--- config.mk ---
export PLATFORM = sky130hd
export DESIGN_NAME = cap_mul
export DESIGN_NICKNAME = d
export VERILOG_FILES = /design/src/hdl/cap_pkg.sv /design/src/hdl/cap_mul.sv
export SDC_FILE = /design/constraint.sdc
export NUM_CORES = 2
export LEC_CHECK = 0
export BUFFER_PORTS_ARGS = -buffer_cell sky130_fd_sc_hd__buf_2
export CELL_PAD_IN_SITES_DETAIL_PLACEMENT = 1
export CELL_PAD_IN_SITES_GLOBAL_PLACEMENT = 1
export CORE_ASPECT_RATIO = 0.7
export CORE_MARGIN = 1
export CORE_UTILIZATION = 43
export CTS_CLUSTER_DIAMETER = 30
export CTS_CLUSTER_SIZE = 25
export DETAILED_ROUTE_END_ITERATION = 10
export PLACE_DENSITY = 0.76
export SLEW_MARGIN = 5
export SYNTH_ARGS = -nofsm -noshare
export SYNTH_HDL_FRONTEND = slang
export SYNTH_SLANG_ARGS = --single-unit
--- constraint.sdc ---
create_clock -name clk -period 8.6 [get_ports clk]
set_clock_uncertainty 0.05 [all_clocks]
set_input_delay 0.43 -clock clk [delete_from_list [all_inputs] [get_ports clk]]
set_output_delay 0.43 -clock clk [all_outputs]
set_load 0.01 [all_outputs]
--- src/hdl/cap_pkg.sv ---
// Package for the Clifford attractor plotter: shared types, register indexes
// and polynomial sine constants. No dependencies.
package cap_pkg;
	localparam int unsigned CFG_IDX_W = 3;
	typedef enum logic [CFG_IDX_W-1:0] {
		REG_COEF_A = 3'd0, REG_COEF_B = 3'd1, REG_COEF_C = 3'd2, REG_COEF_D = 3'd3,
		REG_PLOT_SCALE = 3'd4, REG_START_X = 3'd5, REG_START_Y = 3'd6
	} cfg_reg_t;
	localparam logic signed [31:0] INV_TWO_PI = 32'sd683565276;
	localparam logic [15:0] SIN_A = 16'd25736;
	localparam logic [15:0] SIN_B = 16'd10512;
	localparam logic [15:0] SIN_C = 16'd1160;
	// Request for the shared multiplier: start strobe and two signed operands
	typedef struct packed {
		logic start;
		logic signed [32:0] op_a;
		logic signed [32:0] op_b;
	} mul_req_t;
endpackage

--- src/hdl/cap_mul.sv ---
// Shared signed 33x33 multiplier with a registered product.
// Depends on cap_pkg.
module cap_mul import cap_pkg::*; (
	input  logic                clk,
	input  mul_req_t            req,
	output logic signed [65:0]  prod
);
	always_ff @(posedge clk) begin
		if (req.start) prod <= req.op_a * req.op_b;
	end
endmodule

==> impl_metrics.tcl <==
set metrics [dict create \
    synth_area_leaders "fa_1 (55%), inv_1 (10%), and2_1 (8.5%), ha_1 (6.6%), nand2_1 (5.0%)" \
    muxShareOfSynthArea_pct 0 \
    yosysWarnings 0 \
    first_global_vias 34106 \
    largest_register "prod" \
    crit_path_end_kind "register" \
    synth_top_area_cell "fa_1" \
    die-area_um2 97500 \
    area_delta_synth_final_pct 6.40 \
    clock-sinks 66 \
    synth_top_family_by_area "adder cells" \
    num_rows 94 \
    async_flop_share_pct 0 \
    htreeDepth 3 \
    vias 30152 \
    crit_required_ns 8.65 \
    hold_path.class "input port to register" \
    cp.arrival_ns 8.38 \
    cts_setup_buffers 0 \
    nets 5806 \
    crit_fanout 28 \
    cpMostUsedCell "fa_1" \
    synth_cell_types 80 \
    initial_core_util_pct 43.7 \
    crit_type "input port to register" \
    die_x_um 373 \
    maxSlewViolCount 0 \
    finalWeightedCongestion 0.926 \
    drtIter0Drc 2881 \
    clk_pin_slew_ns 0.06 \
    final.period_utilization_pct 96.9 \
    ys_ff_latch 66 \
    grt_setup_unrepaired "false" \
    drt-wirelength-per-cell_um 24.9 \
    grt_pass1_wl_mm 219 \
    finalCriticalPeriod_ns 8.33 \
    fmax_mhz 120 \
    status "completed" \
    drc 0 \
    cts_buffers 9 \
    synth-compound-area-share_pct 4.00 \
    dieHeight_um 262 \
    avgSynthCellArea_um2 9.54 \
    startpoint_type "input port" \
    setup_tns_ns 0 \
    synth_edf_count 66 \
    max_stage_delay_ns 0.70 \
    grt_max_degree 56 \
    grt-ovfl-total 0 \
    clockBufferDepth 2 \
    crit_path_top_delay_cell "fa_1" \
    synth_top_area_share_pct 55.4 \
    synth_area_um2 41400 \
    layout-drive-gt1-share_pct 6.87 \
    synth_xor_xnor_area_share_pct 1.44 \
    drt.antenna.violating_nets 0 \
    core_area_um2 94700 \
    drt_first_pass_iters 5 \
    worst_slew_pin_slew_ns 0.965 \
    cap_violations 0 \
    num_io_pins 134 \
    synth-main-ff-cell "edfxtp_1" \
    synth_nets 5768 \
    drt_wl_total_mm 140 \
    grt_use_total_pct 30.3 \
    layout_commonest_cell "fa_1" \
    avgViaCountPerCell 5.35 \
    synth_simple_gate_area_share_pct 15.5 \
    hold_viol 0 \
    crit_chain "buf_2, nand2_1, fa_1, fa_1, fa_1, inv_1, fa_1, fa_1, fa_1, fa_1, inv_1, fa_1, inv_1, ha_1, a21oi_1, o211ai_1, a22oi_1, nor2_1, a211oi_4, a21oi_2, nor4b_2, a311oi_1" \
    cts_hold_buf 0 \
    hpwlAfterDp_mm 119 \
    synth-seq-area-share_pct 4.79 \
    synthCells 4338 \
    post_cts_resized 0 \
    slew_headroom_pct 35.7 \
    largest_register_ffs 66 \
    cts_tree "yes" \
    cts_root_buf "clkbuf_16" \
    mostFrequentLayoutCells "fa_1 (1145), inv_1 (1131), and2_1 (562)" \
    synth_fa_ha_area_share_pct 61.9 \
    reg_top3 "prod x66" \
    numPortBuffers 133 \
    finalSetupViolCount 0 \
    antenna_found_initial 9 \
]
-- cell usage after synthesis, types with 3 or more instances --
| library cell | instances |
|---|---|
| and4_1 | 5 |
| or3_1 | 3 |
| a21oi_2 | 3 |
| and3_1 | 5 |
| clkbuf_1 | 208 |
| nand2_1 | 551 |
| o21a_1 | 6 |
| xnor2_1 | 43 |
| o211ai_1 | 4 |
| or2_2 | 3 |
| nand4_1 | 11 |
| nor3_1 | 7 |
| ha_1 | 217 |
| fa_1 | 1145 |
| buf_2 | 11 |
| a211oi_1 | 7 |
| xor2_1 | 25 |
| o21ai_1 | 6 |
| nor2b_1 | 5 |
| nand2b_1 | 12 |
| inv_1 | 1131 |
| o31ai_4 | 3 |
| a211o_1 | 6 |
| nand3_1 | 25 |
| nor2_1 | 68 |
| o21bai_1 | 11 |
| o21ai_0 | 25 |
| a211oi_2 | 3 |
| a21o_1 | 36 |
| a21oi_1 | 57 |
| and2_1 | 562 |
| a31oi_1 | 8 |
| edfxtp_1 | 66 |
-- cell families after synthesis --
group                      Yosys count
xor gates and xnor gates            68
DFF                                 66
buffers and inverters             1352
AOI/OAI and AO/OA                  219
and+or+nand+nor                   1271
adders and majority gates         1362
-- critical path: cells and delay by family --
family,cells,cell delay [ns]
buffers and inverters,4,0.89
AO/OA/AOI/OAI,6,1.66
AND/OR/NAND/NOR,3,0.60
adder cells (fa/ha/maj),9,4.74
-- stage by stage --
stage | instance area [µm²] | hold WS, ns | utilization, % | instances | setup WS (ns)
2_1_floorplan | 41400 | 0.492 | - | 4338 | 0.755
3_3_place_gp | 43700 | 0.787 | 46.2 | 5613 | 0.318
3_5_place_dp | 43700 | 0.793 | 46.2 | 5613 | 0.0825
4_1_cts | 44000 | 0.406 | 46.5 | 5629 | 0.469
5_1_grt | 44000 | 0.431 | 46.5 | 5630 | 0.0906
6_report | 44000 | 0.440 | 46.5 | 5632 | 0.269
-- metal layers --
metal  track usage, %  vias up  share of wire (%)
met3             11.6      184                 14
met1             46.0    15947                 45
met5                0        -              0.044
met4             5.54       12                1.8
li1                 -    12456                  -
met2             40.7     1553                 39
-- final cells by class --
cell class / instances / area (µm²)
fillers: 10753 / 50600
inverters: 1131 / 4250
clock inverters: 7 / 101
clock buffers: 9 / 225
well taps: 1248 / 1560
repair buffers: 248 / 1600
diodes: 3 / 7.51
flip-flops and latches: 66 / 1980
multi-input cells: 2920 / 34300
-- final timing paths --
path,cells after the start,start,end,slack [ns]
min,1,req[66],prod[55],0.44
max,22,req[9],prod[58],0.27
Power is left out: the tool's default activity adds up to more than one toggle a clock period on the data nets, which glitch-free logic cannot reach.
